===== src/rtl/car_pkg.sv =====
`timescale 1ns / 1ps
`default_nettype none

package car_pkg;

    // frame characters
    localparam logic [7:0] CH_BANG = 8'h21;  // '!'
    localparam logic [7:0] CH_R    = 8'h52;  // 'R'
    localparam logic [7:0] CH_S    = 8'h53;  // 'S'
    localparam logic [7:0] CH_T    = 8'h54;  // 'T'
    localparam logic [7:0] CH_O    = 8'h4F;  // 'O'
    localparam logic [7:0] CH_K    = 8'h4B;  // 'K'
    localparam logic [7:0] CH_HASH = 8'h23;  // '#'

    localparam int RESEND_W = 16;
    localparam logic [RESEND_W-1:0] RESEND_RESET = 16'd300;

    // input kind carried in tuser
    localparam logic MODE_BYTE = 1'b0;
    localparam logic MODE_TICK = 1'b1;

    // frames completed by the current byte
    typedef struct packed {
        logic rst_hit;
        logic ok_hit;
    } car_hits_t;

endpackage

`default_nettype wire


===== src/rtl/command_ack_report_engine.sv =====
`timescale 1ns / 1ps
`default_nettype none

// channel   direction  handshake            contents
// s_axis    in         s_tvalid / s_tready  tuser: mode; tdata: rx_byte, adc_sample
// m_axis    out        m_tvalid / m_tready  tdata: send_report, report_value, awaiting_ack
// cfg       in         cfg_valid/cfg_ready  cfg_data: resend_ticks
//
// one result per request, registered when the request is taken
// a new request is taken every cycle while the result register is empty or being drained
// the result register alone decides stalls: a held result blocks only the next request
// reset: parser idle, exchange idle, flags and countdown cleared, resend_ticks = 300
// config port is always ready and takes effect on the next request

module command_ack_report_engine
    import car_pkg::*;
#(
    parameter int SAMPLE_BITS = 12,
    localparam int IN_W  = ((8 + SAMPLE_BITS + 7) / 8) * 8,
    localparam int OUT_W = ((2 + SAMPLE_BITS + 7) / 8) * 8
)
(
    input  wire logic                   clk,
    input  wire logic                   rst_n,
    // request stream
    input  wire logic                   s_tvalid,
    output logic                        s_tready,
    input  wire logic                   s_tuser,    // [0] mode (0 byte, 1 tick)
    input  wire logic [IN_W-1:0]        s_tdata,    // [7:0] rx_byte, then adc_sample
    // result stream
    output logic                        m_tvalid,
    input  wire logic                   m_tready,
    output logic [OUT_W-1:0]            m_tdata,    // [0] send_report, report_value,
                                                    // then awaiting_ack
    // config write
    input  wire logic                   cfg_valid,
    output logic                        cfg_ready,
    input  wire logic [RESEND_W-1:0]    cfg_data    // resend_ticks
);

    localparam int AWAIT_BIT = SAMPLE_BITS + 1;

    typedef enum logic {
        EX_IDLE,
        EX_WAIT
    } exchange_state_t;

    logic                   accept;
    logic                   mode;
    logic [7:0]             rx_byte;
    logic [SAMPLE_BITS-1:0] adc_sample;
    car_hits_t              hits;

    logic [RESEND_W-1:0]    resend_reg;
    exchange_state_t        ex_reg,   ex_next;
    logic                   rst_pend_reg, rst_pend_next;
    logic                   ack_pend_reg, ack_pend_next;
    logic [RESEND_W-1:0]    count_reg, count_next;
    logic                   expired_reg, expired_next;
    logic [SAMPLE_BITS-1:0] held_reg, held_next;
    logic                   send_next;

    logic                   out_valid_reg;
    logic [OUT_W-1:0]       out_data_reg;
    logic [OUT_W-1:0]       out_data_next;

    assign mode       = s_tuser;
    assign rx_byte    = s_tdata[7:0];
    assign adc_sample = s_tdata[8 +: SAMPLE_BITS];

    // result register parts the two sides
    assign s_tready  = !out_valid_reg || m_tready;
    assign accept    = s_tvalid && s_tready;
    assign m_tvalid  = out_valid_reg;
    assign m_tdata   = out_data_reg;
    assign cfg_ready = 1'b1;

    car_parser u_parser (
        .clk     (clk),
        .rst_n   (rst_n),
        .step    (accept && (mode == MODE_BYTE)),
        .rx_byte (rx_byte),
        .hits    (hits)
    );

    // byte or tick first, then one step of the exchange machine
    always_comb
    begin
        rst_pend_next = rst_pend_reg;
        ack_pend_next = ack_pend_reg;
        count_next    = count_reg;
        expired_next  = expired_reg;
        held_next     = held_reg;
        ex_next       = ex_reg;
        send_next     = 1'b0;

        if (mode == MODE_BYTE)
        begin
            // pending flags raise on the closing '#'
            rst_pend_next = rst_pend_reg || hits.rst_hit;
            ack_pend_next = ack_pend_reg || hits.ok_hit;
        end
        else if (count_reg != '0)
        begin
            count_next = count_reg - RESEND_W'(1);
            if (count_reg == RESEND_W'(1))
            begin
                expired_next = 1'b1;
            end
        end

        case (ex_reg)
            EX_IDLE:
            begin
                if (rst_pend_next)
                begin
                    rst_pend_next = 1'b0;
                    held_next     = adc_sample;
                    send_next     = 1'b1;
                    count_next    = resend_reg;
                    expired_next  = 1'b0;
                    ex_next       = EX_WAIT;
                end
            end
            EX_WAIT:
            begin
                if (ack_pend_next)
                begin
                    // acknowledge ends the exchange; expired is unused while idle
                    ack_pend_next = 1'b0;
                    expired_next  = 1'b1;
                    ex_next       = EX_IDLE;
                end
                else if (expired_next)
                begin
                    // resend the held value and rearm
                    send_next    = 1'b1;
                    count_next   = resend_reg;
                    expired_next = 1'b0;
                end
            end
            default:
            begin
                ex_next = EX_IDLE;
            end
        endcase

        out_data_next                       = '0;
        out_data_next[0]                    = send_next;
        out_data_next[1 +: SAMPLE_BITS]     = held_next;
        out_data_next[AWAIT_BIT]            = (ex_next == EX_WAIT);
    end

    always_ff @(posedge clk or negedge rst_n)
    begin
        if (!rst_n)
        begin
            resend_reg    <= RESEND_RESET;
            ex_reg        <= EX_IDLE;
            rst_pend_reg  <= 1'b0;
            ack_pend_reg  <= 1'b0;
            count_reg     <= '0;
            expired_reg   <= 1'b0;
            held_reg      <= '0;
            out_valid_reg <= 1'b0;
        end
        else
        begin
            if (cfg_valid && cfg_ready)
            begin
                resend_reg <= cfg_data;
            end
            if (accept)
            begin
                ex_reg       <= ex_next;
                rst_pend_reg <= rst_pend_next;
                ack_pend_reg <= ack_pend_next;
                count_reg    <= count_next;
                expired_reg  <= expired_next;
                held_reg     <= held_next;
            end
            if (accept)
            begin
                out_valid_reg <= 1'b1;
            end
            else if (m_tready)
            begin
                out_valid_reg <= 1'b0;
            end
        end
    end

    // result payload needs no reset
    always_ff @(posedge clk)
    begin
        if (accept)
        begin
            out_data_reg <= out_data_next;
        end
    end

    // every taken request leaves a result behind
    a_result_follows: assert property (@(posedge clk) disable iff (!rst_n)
        (s_tvalid && s_tready) |=> m_tvalid)
        else $error("request taken without a result");

    // a new request never overwrites a result that is still held
    a_no_overwrite: assert property (@(posedge clk) disable iff (!rst_n)
        (s_tvalid && s_tready) |-> (!m_tvalid || m_tready))
        else $error("result overwritten");

    // a report is only sent while the exchange waits for an acknowledgement
    a_send_waits: assert property (@(posedge clk) disable iff (!rst_n)
        (m_tvalid && m_tdata[0]) |-> m_tdata[AWAIT_BIT])
        else $error("report sent outside an exchange");

endmodule

`default_nettype wire


===== src/rtl/car_parser.sv =====
`timescale 1ns / 1ps
`default_nettype none

module car_parser
    import car_pkg::*;
(
    input  wire logic       clk,
    input  wire logic       rst_n,
    input  wire logic       step,
    input  wire logic [7:0] rx_byte,
    output car_hits_t       hits
);

    typedef enum logic [2:0] {
        PS_IDLE,
        PS_START,
        PS_R,
        PS_S,
        PS_T,
        PS_O,
        PS_K
    } parse_state_t;

    parse_state_t state_reg;
    parse_state_t state_next;

    always_comb
    begin
        state_next   = PS_IDLE;
        hits.rst_hit = 1'b0;
        hits.ok_hit  = 1'b0;
        if (rx_byte == CH_BANG)
        begin
            state_next = PS_START;
        end
        else
        begin
            case (state_reg)
                PS_START:
                begin
                    if (rx_byte == CH_R)
                    begin
                        state_next = PS_R;
                    end
                    else if (rx_byte == CH_O)
                    begin
                        state_next = PS_O;
                    end
                end
                PS_R:    if (rx_byte == CH_S) state_next = PS_S;
                PS_S:    if (rx_byte == CH_T) state_next = PS_T;
                PS_T:    hits.rst_hit = (rx_byte == CH_HASH);
                PS_O:    if (rx_byte == CH_K) state_next = PS_K;
                PS_K:    hits.ok_hit = (rx_byte == CH_HASH);
                default: state_next = PS_IDLE;
            endcase
        end
    end

    always_ff @(posedge clk or negedge rst_n)
    begin
        if (!rst_n)
        begin
            state_reg <= PS_IDLE;
        end
        else if (step)
        begin
            state_reg <= state_next;
        end
    end

endmodule

`default_nettype wire


===== config.mk =====
export PLATFORM = sky130hd
export DESIGN_NAME = command_ack_report_engine
export DESIGN_NICKNAME = d
export VERILOG_FILES = /design/src/rtl/car_pkg.sv /design/src/rtl/command_ack_report_engine.sv /design/src/rtl/car_parser.sv
export SDC_FILE = /design/constraint.sdc
export NUM_CORES = 1
export LEC_CHECK = 0
export ABC_AREA = 1
export BUFFER_PORTS_ARGS = -buffer_cell sky130_fd_sc_hd__buf_2
export CAP_MARGIN = 20
export CORE_AREA = 2 2 89 91
export DETAILED_ROUTE_END_ITERATION = 12
export DIE_AREA = 0 0 91 93
export GPL_TIMING_DRIVEN = 0
export PLACE_DENSITY = 0.76
export SLEW_MARGIN = 20
export SYNTH_ARGS = -nofsm -noshare
export SYNTH_HDL_FRONTEND = slang
export SYNTH_HIERARCHICAL = 1
export SYNTH_SLANG_ARGS = --single-unit
export TNS_END_PERCENT = 10

===== constraint.sdc =====
create_clock -name clk -period 5.65 [get_ports clk]
set_input_delay 0.2825 -clock clk [delete_from_list [all_inputs] [get_ports clk]]
set_output_delay 0.2825 -clock clk [all_outputs]
set_load 0.03 [all_outputs]

# Word-level counts from Yosys, hierarchy flattened

Cells that the tools add are included.

Add/subtract/negate cells: 1
Equal/unequal tests: 14
Muxes and demuxes: 36
Bitwise operators: 2
Reduce and logical (&&, ||, !) cells: 8

Operators by type and width:

| cell                  | number |
|---|---|
| $mux 16               | 5 |
| $eq 8x7->1 const B    | 5 |
| $pmux 16 s2           | 1 |
| $mux 12               | 2 |
| $mux 1                | 17 |
| $eq 16x1->1 const B   | 1 |
| $eq 8x6->1 const B    | 2 |
| $reduce_bool 16->1    | 1 |
| $sub 16x1->16 const B | 1 |
| $mux 3                | 5 |
| $pmux 3 s4            | 1 |
| $eq 3x3->1 const B    | 3 |
| $eq 3x2->1 const B    | 2 |
| $pmux 1 s2            | 3 |
| $mux 2                | 2 |
| $eq 3x1->1 const B    | 1 |
| $logic_or 1x1->1      | 3 |
| $logic_and 1x1->1     | 2 |
| $not 1->1             | 2 |
| $reduce_bool 2->1     | 1 |
| $logic_not 1->1       | 1 |

Flip-flop bits (word level): 66
Bits of input ports: 46
Output and inout bits: 19
Logic and storage cells: 71

# Depth between registers and ports, before layout

Word-level depth: 7
Gate-level depth with buffers: 13
Depth with buffers taken out: 13

# Modules after synthesis

The synthesis kept the hierarchy.

By module, submodules not included:

| module                    | instances | cells an instance | area an instance (µm²) | sequential area each (µm²) |
|---|---|---|---|---|
| command_ack_report_engine | 1         | 504               | 3666.0                 | 1651.6 |
| car_parser                | 1         | 64                | 339.1                  | 75.1 |

# Least setup slack after synthesis

OpenSTA, ideal clock, no wires.

Path type: register to register
Start: register out_valid_reg, in the netlist m_tvalid
End: register out_data_reg[0], in the netlist m_tdata[0], enable pin
Setup time: 0.382 ns
Arrival: 1.955 ns
Data required time: 5.268 ns
Slack: 3.313 ns
Cell stages (with the launch flop): 6
Path buffers: 2
Clock period less this slack: 2.337 ns
Cell sequence: dfrtp_1 nand2_1 nand2_1 inv_1 clkbuf_1 clkbuf_1

Cells in the longest elaborated chain, start to end: 3

RTL lines:

| element                | line                             | text |
|---|---|---|
| start, declared        | command_ack_report_engine.sv:63  | `logic out_valid_reg;` |
| start signal, assigned | command_ack_report_engine.sv:165 | `out_valid_reg <= 1'b0;` |
| start signal, assigned | command_ack_report_engine.sv:184 | `out_valid_reg <= 1'b1;` |
| start signal, assigned | command_ack_report_engine.sv:188 | `out_valid_reg <= 1'b0;` |
| $logic_not 1->1        | command_ack_report_engine.sv:72  | `assign s_tready = !out_valid_reg \|\| m_tready;` |
| $logic_or 1x1->1       | command_ack_report_engine.sv:72  |  |
| net s_tready           | command_ack_report_engine.sv:27  | `output logic s_tready,` |
| $logic_and 1x1->1      | command_ack_report_engine.sv:73  | `assign accept = s_tvalid && s_tready;` |
| net accept             | command_ack_report_engine.sv:48  | `logic accept;` |
| end signal, assigned   | command_ack_report_engine.sv:198 | `out_data_reg <= out_data_next;` |
| end, declared          | command_ack_report_engine.sv:64  | `logic [OUT_W-1:0] out_data_reg;` |

The timed path passes the listed nets, and every way through them passes these cells.
A chain may end at the register's enable or synchronous reset.

# Worst setup path after layout

Start: register count_reg[0]
End: register count_reg[12]

Cells in the longest elaborated chain, start to end: 7
Elaborated cells on any way between the ends: 12
Those cells by class: 1 x add/sub; 1 x eq/ne; 9 x mux; 1 x reduce/logical

RTL lines:

| element                                                               | line                             | text |
|---|---|---|
| start, declared                                                       | command_ack_report_engine.sv:58  | `logic [RESEND_W-1:0] count_reg, count_next;` |
| start signal, assigned                                                | command_ack_report_engine.sv:178 | `count_reg <= count_next;` |
| parallel branches: the longest is 6 deep, another holds $sub 16x1->16 | n/a                              |  |
| $pmux 16 s2 *                                                         | command_ack_report_engine.sv:112 | `case (ex_reg)` |

Mark *: on every way between the ends.

==> reports/results.tsv <==
stage	metric	value	unit
floorplan	start_util	53.2	%
global_routing	grt_usage	24.3	%
floorplan	num_io_pins	65	
synth	synth_top_area_share	30.0	%
routing	viasPerCell	5.17	
cts	clock_latency	340	ps
synth	yosysWarnings	6	
timing	finalSetupViolations	0	
power_and_ir_drop	p_sw_share	31.3	%
min_path	hp-class	primary input to flip-flop	
routing	routedWlPerCell	13.2	µm
synth	synth-xor-area-share	1.31	%
synth	syn-cell-area	0.00401	mm²
setup_path	reg2reg_depth	13	
cts	clock_sinks	66	
global_routing	grt_pass1_vias	3557	
routing	routed_wl	9800	µm
setup_path	cp_max_fo	6	
placed_design	placedCellCount	728	
power_and_ir_drop	irDropWorstVdd	0.273	mV
synth	synthArstFlopShare	78.8	%
power_and_ir_drop	leakage	2.30	nW
global_routing	antenna_found_initial	0	
power_and_ir_drop	p_clk_share	35.0	%
timing	fmax	0.467	GHz
final_layout	post-route-util	62.4	%
cts	cts_setup_buffers	0	
timing	finClkSkew	7.78	ps
synth	synth_edf_count	14	
status	outcome	completed	
synth	ys_top_cells_by_area	dfrtp_1 30%, nand2_1 13%, edfxtp_1 10%	
cts	ctsHtreeMaxLevel	3	
final_layout	fin_cells	745	
floorplan	die_width	91	µm
routing	first_pass_iters	5	
cts	cts.reportedPaths.clkPinSlew	70	ps
global_routing	grt_pass1_wl	16400	µm
setup_path	cp-start-kind	flip-flop	
synth	synth.area.mux_share	0	%
floorplan	core.rowCount	32	
placed_design	io_buffers	57	
final_layout	drive_gt1_share	17.6	%
synth	synth-simple-area-share	33.8	%
cts	root_buffer	clkbuf_8	
setup_path	critPathKind	flip-flop to flip-flop	
final_layout	area_growth	17.3	%
routing	ant_nets	0	
synth	yosysTopAreaCell	dfrtp_1	
cts	numCtsBuffers	9	
placed_design	dp_hpwl	7290	µm
timing	tightest_slew	666	ps
power_and_ir_drop	p_per_area	318	mW/mm²
synth	ys_seq_area_share	43.1	%
floorplan	core_area	0.00753	mm²
setup_path	path_cells	inv_1 -> ha_1 -> inv_1 -> nor2_1 -> nand2_1 -> nand2_1 -> nand2_1 -> nand3_1 -> nand2_1 -> nand2_1 -> nand3_1 -> nor2_1 -> nor2_1	
power_and_ir_drop	power.total	1.50	mW
cts	clockBufferDepth	2	
setup_path	crit_path_end_kind	flip-flop	
timing	timing.final.ws_setup	3510	ps
setup_path	max_stage_delay	450	ps
timing	slew_violations	0	
cts	cts_tree	yes	
placed_design	dp_slack	3160	ps
final_layout	n_antenna_cell	0	
power_and_ir_drop	seqPwrFrac	42.2	%
power_and_ir_drop	switchingPower	0.468	mW
routing	num_vias	3848	
routing	drt_iter0_markers	320	
setup_path	cpMostUsedCell	nand2_1	
synth	synth_compound_area_share	11.4	%
synth	avgSynthCellArea	7.05	µm²
timing	slew_headroom	55.6	%
timing	finalCritPeriodShare	37.9	%
global_routing	grt_overflow	0	
placed_design	gp_congestion	0.897	
setup_path	crit_path_top_delay_cell	dfrtp_1	
timing	rsz0062_at_grt	false	
routing	drc	0	
synth	yosysMostFrequentCell	nand2_1	
power_and_ir_drop	intPower	1.03	mW
synth	synth_ff_type	dfrtp_1	
synth	ys_types	32	
synth	synthCells	568	
synth	ys_ff_latch	66	
setup_path	cp_data_arrival_time	2380	ps
final_layout	nNetsFinal	687	
global_routing	grt_max_degree	53	
synth	synth_top_family_by_area	simple AND/OR/NAND/NOR gates	
timing	finalHoldViolations	0	
floorplan	die-area	0.00846	mm²
timing	setup_tns	0	ps
floorplan	fp.dieH	93	µm
setup_path	cp.required	5880	ps
synth	synthTopCellsByCount	135 x nand2_1, 91 x nor2_1, 62 x nand3_1	
synth	synthAdderAreaFrac	0.937	%
power_and_ir_drop	comb_power_share	22.8	%
min_path	hold_depth	3	
job	max_cap_viol_count	0	
timing	period_needed	2140	ps
## what timing repair did
item | 4_1_cts | 5_1_grt
endpoints found under the setup margin | 0 | 0
hold endpoints to repair | 48 | 0
resized for setup | 0 | 0
hold buffers | 1 | 0
## layout by cell type, fill, tap and decap left out, types with 4 or more instances in the layout
cell	count
nand2_1	135
nor2_1	91
buf_2	62
nand3_1	62
inv_1	60
dfrtp_1	48
o21ai_0	45
a21oi_1	32
edfxtp_1	14
clkbuf_1	12
clkbuf_8	9
nor2_2	8
inv_2	6
nand2_2	6
nand3b_1	6
buf_4	5
o21bai_1	4
xor2_1	4
bufinv_16	4
dfstp_2	4
## final timing paths
path	slack (ps)	start	to
max in group asynchronous	4700	rst_n	m_tvalid
hold / removal	150	cfg_data[13]	resend_reg[13]
min in group asynchronous	510	rst_n	held_reg[9]
hold reg to reg	490	rst_pend_reg	rst_pend_reg
setup / recovery	3510	count_reg[0]	count_reg[12]
setup reg to reg	3510	count_reg[0]	count_reg[12]
## worst max-delay path, delay by kind of cell, from the launching register on
family	cells	cell delay, ps
flops	1	450
buf+inv	2	270
fa+ha+maj	1	330
simple gates	10	1000
## through the flow
| stage | cell area [µm²] | hold WS (ps) |
|---|---|---|
| 4_1_cts | 4700 | 135 |
| 3_5_place_dp | 4420 | 359 |
| 5_1_grt | 4700 | 145 |
| 6_report | 4700 | 146 |
| 2_1_floorplan | 4010 | -13.1 |
| 3_3_place_gp | 4420 | 469 |
## per-layer routing
| metal | part of all wire, % | GRT usage (%) | vias up |
|---|---|---|---|
| li1 | - | - | 1940 |
| met1 | 45 | 32.6 | 1751 |
| met2 | 46 | 38.6 | 140 |
| met3 | 6.5 | 4.27 | 17 |
| met4 | 1.9 | 11.0 | 0 |
| met5 | 0 | 0 | - |
## final cells by class
class | instances | area (µm²)
inverter | 66 | 248
multi-input combinational | 412 | 1910
tap | 102 | 128
sequential | 66 | 1730
buffer | 25 | 125
timing repair buffer | 58 | 298
fill | 740 | 2830
clock buffer | 9 | 124
clock inverter | 7 | 140
## cell families (layout without fill, tap and decap cells)
group                    Yosys count  in the layout
flip-flops                        66             66
AND/OR/NAND/NOR                  316            316
AO/OA/AOI/OAI                     84             84
buffers and inverters             91            165
other                              2              3
adder cells (fa/ha/maj)            3              3
XOR/XNOR                           6              6
## power groups by stage
stage          sequential, mW  combinational, mW  clock, mW
2_1_floorplan           0.650              0.222          0
3_3_place_gp            0.635              0.326          0
3_5_place_dp            0.639              0.336          0
4_1_cts                 0.630              0.340      0.533
5_1_grt                 0.642              0.387      0.552
6_report                0.631              0.341      0.524
Note: power is estimated with default switching activity, not from simulation.
